**config.mk**
```make
export PLATFORM = sky130hd
export DESIGN_NAME = fmc_decode
export DESIGN_NICKNAME = d
export VERILOG_FILES = /design/src/rtl/flash_memory_command_controller_top_defines.svh /design/src/rtl/fmc_pkg.sv /design/src/rtl/fmc_decode.sv
export SDC_FILE = /design/constraint.sdc
export NUM_CORES = 1
export LEC_CHECK = 0
export BUFFER_PORTS_ARGS = -buffer_cell sky130_fd_sc_hd__buf_2
export CAP_MARGIN = 10
export CORE_AREA = 2 2 117 119
export DETAILED_ROUTE_END_ITERATION = 7
export DIE_AREA = 0 0 119 121
export SLEW_MARGIN = 20
export SYNTH_ARGS = -nofsm -noshare
export SYNTH_HDL_FRONTEND = slang
export SYNTH_SLANG_ARGS = --single-unit
```
**constraint.sdc**
```tcl
create_clock -name vclk -period 1.55
set_input_delay 0.0775 -clock vclk [all_inputs]
set_output_delay 0.0775 -clock vclk [all_outputs]
set_load 0.005 [all_outputs]
```
**src/rtl/flash_memory_command_controller_top_defines.svh**
```systemverilog
// assertion macros for the flash command controller
// expects clk_i and rst_ni in the scope of every use
`ifndef FLASH_MEMORY_COMMAND_CONTROLLER_TOP_DEFINES_SVH
`define FLASH_MEMORY_COMMAND_CONTROLLER_TOP_DEFINES_SVH

// same-cycle implication, checked outside reset
`define FMC_ASSERT_NOW(name, ante, cons) \
  name: assert property (@(posedge clk_i) disable iff (!rst_ni) (ante) |-> (cons)) \
    else $error("fmc assertion failed");

// next-cycle implication, checked outside reset
`define FMC_ASSERT_NEXT(name, ante, cons) \
  name: assert property (@(posedge clk_i) disable iff (!rst_ni) (ante) |=> (cons)) \
    else $error("fmc assertion failed");

`endif

```
**src/rtl/fmc_pkg.sv**
```systemverilog
// shared types and codes of the flash command controller
// no dependencies
`default_nettype none

package fmc_pkg;

  // access kinds carried by the command field
  typedef enum logic [1:0] {
    ACC_REG_READ  = 2'd0,
    ACC_REG_WRITE = 2'd1,
    ACC_DMA_OUT   = 2'd2,
    ACC_DMA_IN    = 2'd3
  } access_e;

  // operating modes
  typedef enum logic [2:0] {
    MODE_READ         = 3'd0,
    MODE_CHIP_ERASE   = 3'd1,
    MODE_SECTOR_ERASE = 3'd2,
    MODE_PROGRAM      = 3'd3,
    MODE_STATUS       = 3'd4,
    MODE_SILICON      = 3'd5
  } mode_e;

  // top byte of a command word
  typedef enum logic [7:0] {
    OP_CHIP_ERASE    = 8'h3c,
    OP_SECTOR_ERASE  = 8'h4b,
    OP_ERASE_EXEC    = 8'h78,
    OP_PROGRAM_EXEC  = 8'ha5,
    OP_PROGRAM       = 8'hb4,
    OP_STATUS        = 8'hd2,
    OP_SILICON_ID    = 8'he1,
    OP_READ_ARRAY    = 8'hf0
  } op_e;

  typedef enum logic [1:0] {
    OUT_OK          = 2'd0,
    OUT_UNSUPPORTED = 2'd1,
    OUT_UNKNOWN_CMD = 2'd2,
    OUT_NO_ERASE    = 2'd3
  } outcome_e;

  // array sequencer states
  typedef enum logic [1:0] {
    WK_CLEAR = 2'd0,
    WK_IDLE  = 2'd1,
    WK_FILL  = 2'd2,
    WK_COPY  = 2'd3
  } walk_e;

  // configuration register indexes
  localparam logic [1:0] CFG_TYPE_ID  = 2'd0;
  localparam logic [1:0] CFG_CHIP_ID  = 2'd1;
  localparam logic [1:0] CFG_OLD_ADDR = 2'd2;

  localparam logic [16:0] CMD_REG_ADDR  = 17'h10000;
  localparam logic [7:0]  ST_ERASE_OK   = 8'h08;
  localparam logic [7:0]  ST_ERASE_FAIL = 8'h02;
  localparam logic [7:0]  ST_PROG_OK    = 8'h04;
  localparam logic [7:0]  ST_PROG_FAIL  = 8'h01;
  localparam logic [17:0] SILICON_LEN   = 18'd8;

  // decoded effect of one access
  typedef struct packed {
    outcome_e    outcome;
    logic [31:0] rdata;
    logic [7:0]  dbyte;
    logic        byte_from_array;
    logic        mode_we;
    mode_e       mode;
    logic        status_we;
    logic [7:0]  status;
    logic        epn_we;
    logic [15:0] epn;
    logic        pb_we;
    logic        fill_chip;
    logic        fill_sector;
    logic        copy_start;
    logic [15:0] page;
  } dec_t;

endpackage

`default_nettype wire

```
**src/rtl/fmc_decode.sv**
```systemverilog
// access decoder: turns one access and the current registers into its effect
// depends on fmc_pkg
`default_nettype none

module fmc_decode import fmc_pkg::*; #(
  parameter int PAGE_BYTES = 128
) (
  input  access_e     command_i,
  input  logic [16:0] address_i,
  input  logic [31:0] write_data_i,
  input  logic [31:0] write_mask_i,
  input  logic [17:0] transfer_length_i,
  input  logic [16:0] byte_index_i,
  input  mode_e       mode_i,
  input  logic [7:0]  status_i,
  input  logic [15:0] epn_i,
  input  logic [31:0] type_id_i,
  input  logic [31:0] chip_id_i,
  output dec_t        dec_o
);

  logic [31:0] cmd;
  logic [31:0] id_word;
  logic        in_range;

  assign cmd      = write_data_i & write_mask_i;
  assign in_range = {1'b0, byte_index_i} < transfer_length_i;
  assign id_word  = (byte_index_i < 17'd4) ? type_id_i : chip_id_i;

  always_comb begin
    dec_o             = '0;
    dec_o.outcome     = OUT_UNSUPPORTED;
    dec_o.mode        = mode_i;
    dec_o.status      = status_i;
    dec_o.epn         = epn_i;
    dec_o.page        = epn_i;
    unique case (command_i)
      ACC_REG_READ: begin
        if (address_i == '0 && mode_i == MODE_STATUS) begin
          dec_o.rdata   = {24'd0, status_i};
          dec_o.outcome = OUT_OK;
        end else if (address_i == '0 && mode_i == MODE_READ) begin
          dec_o.outcome = OUT_OK;
        end
      end
      ACC_REG_WRITE: begin
        if (address_i == '0 && mode_i == MODE_STATUS) begin
          dec_o.status_we = 1'b1;
          dec_o.status    = cmd[7:0];
          dec_o.outcome   = OUT_OK;
        end else if (address_i == CMD_REG_ADDR) begin
          dec_o.outcome = OUT_OK;
          unique case (op_e'(cmd[31:24]))
            OP_CHIP_ERASE: begin
              dec_o.mode_we = 1'b1;
              dec_o.mode    = MODE_CHIP_ERASE;
            end
            OP_SECTOR_ERASE: begin
              dec_o.mode_we = 1'b1;
              dec_o.mode    = MODE_SECTOR_ERASE;
              dec_o.epn_we  = 1'b1;
              dec_o.epn     = cmd[15:0];
            end
            OP_ERASE_EXEC: begin
              if (mode_i == MODE_SECTOR_ERASE) begin
                dec_o.fill_sector = 1'b1;
              end else if (mode_i == MODE_CHIP_ERASE) begin
                dec_o.fill_chip = 1'b1;
              end else begin
                dec_o.outcome = OUT_NO_ERASE;
              end
              dec_o.status_we = 1'b1;
              dec_o.status    = (status_i & ~ST_ERASE_FAIL) | ST_ERASE_OK;
              dec_o.mode_we   = 1'b1;
              dec_o.mode      = MODE_STATUS;
            end
            OP_PROGRAM_EXEC: begin
              dec_o.copy_start = 1'b1;
              dec_o.page       = cmd[15:0];
              dec_o.status_we  = 1'b1;
              dec_o.status     = (status_i & ~ST_PROG_FAIL) | ST_PROG_OK;
              dec_o.mode_we    = 1'b1;
              dec_o.mode       = MODE_STATUS;
            end
            OP_PROGRAM: begin
              dec_o.mode_we = 1'b1;
              dec_o.mode    = MODE_PROGRAM;
            end
            OP_STATUS: begin
              dec_o.mode_we = 1'b1;
              dec_o.mode    = MODE_STATUS;
            end
            OP_SILICON_ID: begin
              dec_o.mode_we = 1'b1;
              dec_o.mode    = MODE_SILICON;
            end
            OP_READ_ARRAY: begin
              dec_o.mode_we = 1'b1;
              dec_o.mode    = MODE_READ;
            end
            default: begin
              dec_o.outcome = OUT_UNKNOWN_CMD;
            end
          endcase
        end
      end
      ACC_DMA_OUT: begin
        if (in_range) begin
          if (address_i == '0 && transfer_length_i == SILICON_LEN &&
              mode_i == MODE_SILICON) begin
            // most significant byte first
            case (byte_index_i[1:0])
              2'd0:    dec_o.dbyte = id_word[31:24];
              2'd1:    dec_o.dbyte = id_word[23:16];
              2'd2:    dec_o.dbyte = id_word[15:8];
              default: dec_o.dbyte = id_word[7:0];
            endcase
            dec_o.outcome = OUT_OK;
          end else if (address_i < CMD_REG_ADDR && mode_i == MODE_READ) begin
            dec_o.byte_from_array = 1'b1;
            dec_o.outcome         = OUT_OK;
          end
        end
      end
      ACC_DMA_IN: begin
        if (in_range && byte_index_i < 17'(PAGE_BYTES) && address_i == '0 &&
            transfer_length_i == 18'(PAGE_BYTES) && mode_i == MODE_PROGRAM) begin
          dec_o.pb_we   = 1'b1;
          dec_o.outcome = OUT_OK;
        end
      end
      default: begin
        dec_o.outcome = OUT_UNSUPPORTED;
      end
    endcase
  end

endmodule

`default_nettype wire
```
### After elaboration in Yosys (flattened, before gate mapping)

Cells that the tools add are included.

* order comparisons: 4
* equality and inequality tests: 21
* muxes and demuxes: 39
* bitwise logic cells: 1
* reduce and logical (&&, ||, !) cells: 15

Operators with widths (number)
* two-way mux 32 bit: 2
* two-way mux 30 bit: 2
* two-way mux 19 bit: 3
* two-way mux 17 bit: 3
* equality test 8 bit, second input constant: 5
* bitwise AND 32 bit: 1
* two-way mux 9 bit: 3
* case mux 4 bit (6 select lines): 1
* case mux 8 bit (3 select lines): 1
* equality test 18 x 4 -> 1 bit, second input constant: 1
* equality test 18 x 8 -> 1 bit, second input constant: 1
* less-than comparator 17 x 18 -> 1 bit: 1
* case mux 9 bit (2 select lines): 1
* equality test 17 bit, second input constant: 1
* zero test 17 bit: 1
* less-than comparator 17 bit, second input constant: 1
* less-than comparator 17 x 3 -> 1 bit, second input constant: 1
* less-than comparator 17 x 8 -> 1 bit, second input constant: 1
* equality test 8 x 7 -> 1 bit, second input constant: 2
* two-way mux 8 bit: 2
* two-way mux 1 bit: 13
* two-way mux 2 bit: 5
* logical AND 1 bit: 9
* equality test 8 x 6 -> 1 bit, second input constant: 1
* other kinds (12): 18

* flip-flop bits (word level): 0
* logic and storage cells: 80

### Longest topological paths before layout

* word-level depth: 7
* mapped depth: 8

### Least setup slack after synthesis

Ideal clock, no wire load.

* kind: input -> output
* start point: in transfer_length_i[3]
* end point: out dec_o[51] in the netlist's numbering
* arrival: 1571 ps
* data required time: 1472 ps
* slack: -99 ps
* cell stages on the path: 8
* buffers on the path: 1
* path through: inv_1 ha_1 a211o_1 a21oi_1 o21ai_0 a31o_2 clkbuf_1 nor4_1

RTL lines
* start, declared: line fmc_decode.sv:12 `input logic [17:0] transfer_length_i,`
* end, declared: line fmc_decode.sv:19 `output dec_t dec_o`

==> flow_results.xml <==
<?xml version="1.0" encoding="UTF-8"?>
<metrics>
  <group name="power">
    <metric name="internal_power" unit="mW">0.646</metric>
    <metric name="power.share.switching" unit="%">42.8</metric>
    <metric name="cellLeakagePower" unit="nW">2.81</metric>
    <metric name="power.switching" unit="mW">0.484</metric>
    <metric name="maximum_resistive_drop_on_vdd" unit="V">0.000116</metric>
    <metric name="comb_power_share" unit="%">100.0</metric>
    <metric name="power_frac_clock" unit="%">0</metric>
    <metric name="share_seq_of_total_power" unit="%">0</metric>
    <metric name="powerDensity" unit="nW/um^2">198</metric>
  </group>
  <group name="timing">
    <metric name="final_critical_path_time_including_i_o_delays_and_setup" unit="ns">1.79</metric>
    <metric name="final_critical_path_setup_slack" unit="ns">-0.242</metric>
    <metric name="final-setup-viol-count" unit="">65</metric>
    <metric name="final-max-slew-violation-count" unit="">0</metric>
    <metric name="rsz0062_at_grt" unit="">yes</metric>
    <metric name="max_clock_freq" unit="MHz">558</metric>
    <metric name="setup-tns-final" unit="ns">-9.65</metric>
    <metric name="timing.final.crit_share" unit="%">116</metric>
    <metric name="final-hold-violation-count" unit="">0</metric>
  </group>
  <group name="global_route">
    <metric name="antenna_violations_before_repair" unit="">0</metric>
    <metric name="pin_count_of_the_biggest_net_entering_global_routing" unit="">18</metric>
    <metric name="grt_pass1_wl" unit="um">18800</metric>
    <metric name="gr-total-overflow" unit="">0</metric>
    <metric name="track_usage" unit="%">16.1</metric>
    <metric name="number_of_global_route_vias_before_repair" unit="">3630</metric>
  </group>
  <group name="detailed_routing">
    <metric name="initial_drt_pass_iterations" unit="">4</metric>
    <metric name="wirelength" unit="um">13400</metric>
    <metric name="met3_length" unit="um">738</metric>
    <metric name="met1Wirelength" unit="um">5010</metric>
    <metric name="route.antenna.remaining_nets" unit="">0</metric>
    <metric name="wl_met2" unit="um">7340</metric>
    <metric name="drt_iter0_markers" unit="">136</metric>
    <metric name="highest-signal-layer" unit="">met4</metric>
    <metric name="route.vias.total" unit="">3710</metric>
    <metric name="drt-wirelength-per-cell" unit="um">16.7</metric>
    <metric name="drt_via_density" unit="">4.62</metric>
    <metric name="drc_errors" unit="">0</metric>
  </group>
  <group name="yosys">
    <metric name="cell_count_after_synthesis" unit="">303</metric>
    <metric name="synth_mux_area_share" unit="%">36.0</metric>
    <metric name="synth_top_family_by_area" unit="">multiplexers</metric>
    <metric name="ys_seq_area_share" unit="%">0</metric>
    <metric name="synthAdderAreaFrac" unit="%">8.09</metric>
    <metric name="syn_avg_cell_area" unit="um^2">8.17</metric>
    <metric name="synth_compound_area_share" unit="%">11.1</metric>
    <metric name="synth_cell_type_count" unit="">55</metric>
    <metric name="parity_gate_share_of_the_synthesized_area_counting_xor_and_xnor_cells" unit="%">0.354</metric>
    <metric name="netlist_area" unit="um^2">2470</metric>
    <metric name="yosys_warn_count" unit="">0</metric>
    <metric name="synth_simple_gate_area_share" unit="%">31.1</metric>
  </group>
  <group name="floorplan">
    <metric name="num_io_pins" unit="">302</metric>
    <metric name="row_count" unit="">42</metric>
    <metric name="die_width" unit="um">119</metric>
    <metric name="coreArea" unit="um^2">13100</metric>
    <metric name="fp.dieArea" unit="um^2">14400</metric>
    <metric name="die-height" unit="um">121</metric>
    <metric name="initial_core_util" unit="%">18.9</metric>
  </group>
  <group name="setup_path">
    <metric name="timing_worst_setup_path_type" unit="">in -&gt; out</metric>
    <metric name="worst_ep_arrival_time" unit="ns">1.71</metric>
    <metric name="crit_path_max_fanout" unit="">3</metric>
    <metric name="worst_setup_path_end_kind" unit="">primary output</metric>
    <metric name="critPathRequiredTime" unit="ns">1.47</metric>
    <metric name="worstSetupStartpointType" unit="">primary input</metric>
  </group>
  <group name="cells_and_area">
    <metric name="nNetsFinal" unit="">854</metric>
    <metric name="clock_buffer_count" unit="">0</metric>
    <metric name="multi_input_comb_area" unit="um^2">2980</metric>
    <metric name="antenna-diode-count" unit="">0</metric>
    <metric name="area.sequential" unit="um^2">0</metric>
    <metric name="final_layout_size_suffix_gt1_share" unit="%">78.5</metric>
    <metric name="flow.area_growth_from_synthesis" unit="%">131</metric>
    <metric name="seq_cell_count" unit="">0</metric>
    <metric name="fin_cells" unit="">803</metric>
    <metric name="finalCoreUtilization" unit="%">43.7</metric>
    <metric name="fillCellCount" unit="">1245</metric>
  </group>
  <group name="min_path">
    <metric name="class_of_the_tightest_hold_or_removal_check" unit="">in -&gt; out</metric>
  </group>
  <group name="placed_design">
    <metric name="portBuffers" unit="">262</metric>
    <metric name="dp.cells" unit="">784</metric>
    <metric name="place.detailed.hpwl" unit="um">10400</metric>
    <metric name="gp_congestion" unit="">0.801</metric>
    <metric name="place_ws" unit="ns">-0.384</metric>
  </group>
  <group name="outcome">
    <metric name="violations" unit="">setup timing</metric>
    <metric name="outcome" unit="">complete, but fails checks</metric>
  </group>
  <group name="flow_run">
    <metric name="max_cap_violations" unit="">0</metric>
  </group>
</metrics>
[final timing paths]
check	start	end	depth (start not counted)
worst min-delay path	status_i[3]	dec_o[62]	3
worst max-delay path	write_mask_i[28]	dec_o[46]	8
[layer usage]
metal	vias up	track usage, %
met1	1754	18.9
met2	180	32.1
met4	0	2.23
li1	1756	-
met3	20	1.32
met5	-	0
[cells in the mapped netlist (3+ instances only)]
cell | instances | area share (%)
sky130_fd_sc_hd__mux4_2 | 16 | 15
sky130_fd_sc_hd__nand2b_1 | 3 | 0.76
sky130_fd_sc_hd__a21oi_1 | 10 | 2.0
sky130_fd_sc_hd__mux2_4 | 9 | 5.5
sky130_fd_sc_hd__inv_1 | 19 | 2.9
sky130_fd_sc_hd__buf_2 | 3 | 0.61
sky130_fd_sc_hd__mux2_2 | 27 | 12
sky130_fd_sc_hd__mux2i_1 | 8 | 3.2
sky130_fd_sc_hd__and2_0 | 16 | 4.0
sky130_fd_sc_hd__ha_1 | 16 | 8.1
sky130_fd_sc_hd__nor2_1 | 13 | 2.0
sky130_fd_sc_hd__nand3_1 | 7 | 1.4
sky130_fd_sc_hd__nor4_1 | 21 | 5.3
sky130_fd_sc_hd__nand2_1 | 19 | 2.9
sky130_fd_sc_hd__nand4_1 | 5 | 1.3
sky130_fd_sc_hd__and3_1 | 6 | 1.5
sky130_fd_sc_hd__a21o_1 | 3 | 0.91
sky130_fd_sc_hd__buf_4 | 25 | 7.6
sky130_fd_sc_hd__and2_1 | 14 | 3.5
sky130_fd_sc_hd__a31o_2 | 3 | 1.1
sky130_fd_sc_hd__clkbuf_1 | 7 | 1.1
sky130_fd_sc_hd__nor2b_1 | 3 | 0.76
sky130_fd_sc_hd__o21ai_0 | 4 | 0.81
sky130_fd_sc_hd__and4_1 | 4 | 1.4
sky130_fd_sc_hd__nor3_1 | 7 | 1.4
[critical path, stage by stage]
cell and delay, ns:
sky130_fd_sc_hd__buf_6 0.07, sky130_fd_sc_hd__and2_4 0.16, sky130_fd_sc_hd__buf_6 0.09, sky130_fd_sc_hd__nand4_1 0.20, sky130_fd_sc_hd__a211o_1 0.39, sky130_fd_sc_hd__a41oi_4 0.28, sky130_fd_sc_hd__mux2_4 0.33, sky130_fd_sc_hd__buf_6 0.12
[cells in the final DEF (no fill, tap or decap), types with 8 or more instances in the layout]
| master | n |
|---|---|
| sky130_fd_sc_hd__buf_2 | 200 |
| sky130_fd_sc_hd__buf_6 | 73 |
| sky130_fd_sc_hd__buf_4 | 55 |
| sky130_fd_sc_hd__mux2_4 | 26 |
| sky130_fd_sc_hd__conb_1 | 24 |
| sky130_fd_sc_hd__and2_0 | 16 |
| sky130_fd_sc_hd__mux4_2 | 16 |
| sky130_fd_sc_hd__nor4_4 | 14 |
| sky130_fd_sc_hd__and2_4 | 13 |
| sky130_fd_sc_hd__nand2_1 | 12 |
| sky130_fd_sc_hd__nor2_1 | 12 |
| sky130_fd_sc_hd__inv_1 | 11 |
| sky130_fd_sc_hd__mux2_2 | 11 |
| sky130_fd_sc_hd__ha_4 | 8 |
[power by group through the flow]
stage / clock, mW / combinational, mW / sequential [mW]
floorplan: 0 / 0.412 / 0
global placement: 0 / 0.821 / 0
detailed placement: 0 / 0.829 / 0
CTS: 0 / 1.02 / 0
global route: 0 / 1.22 / 0
finish: 0 / 1.13 / 0
[per-stage QoR]
step	power [mW]	hold WS (ns)	instance area [um^2]
6_report	1.13	0.458	5710
4_1_cts	1.02	0.449	5270
5_1_grt	1.22	0.472	5710
3_5_place_dp	0.829	0.442	4410
2_1_floorplan	0.412	0.259	2650
3_3_place_gp	0.821	0.440	4410
[cell type report]
class	count	share of cell area (%)
Timing Repair Buffer	338	42.7
Tap cell	176	3.85
Multi-Input combinational cell	270	52.1
Inverter	19	1.38
[timing repair]
item / 4_1_cts / 5_1_grt
cloned: 4 / 0
pin swaps: 36 / 34
setup endpoints to repair: 67 / 68
buffers inserted: 10 / 8
hold buffers: 0 / 0
resized for setup: 139 / 85
[cells by family after synthesis]
| group | after synthesis |
|---|---|
| xor gates and xnor gates | 1 |
| other | 1 |
| muxes | 61 |
| adders and majority gates | 16 |
| buffers and inverters | 57 |
| and+or+nand+nor | 129 |
| AOI/OAI and AO/OA | 38 |
No activity file was read; power rests on OpenSTA's default activity.
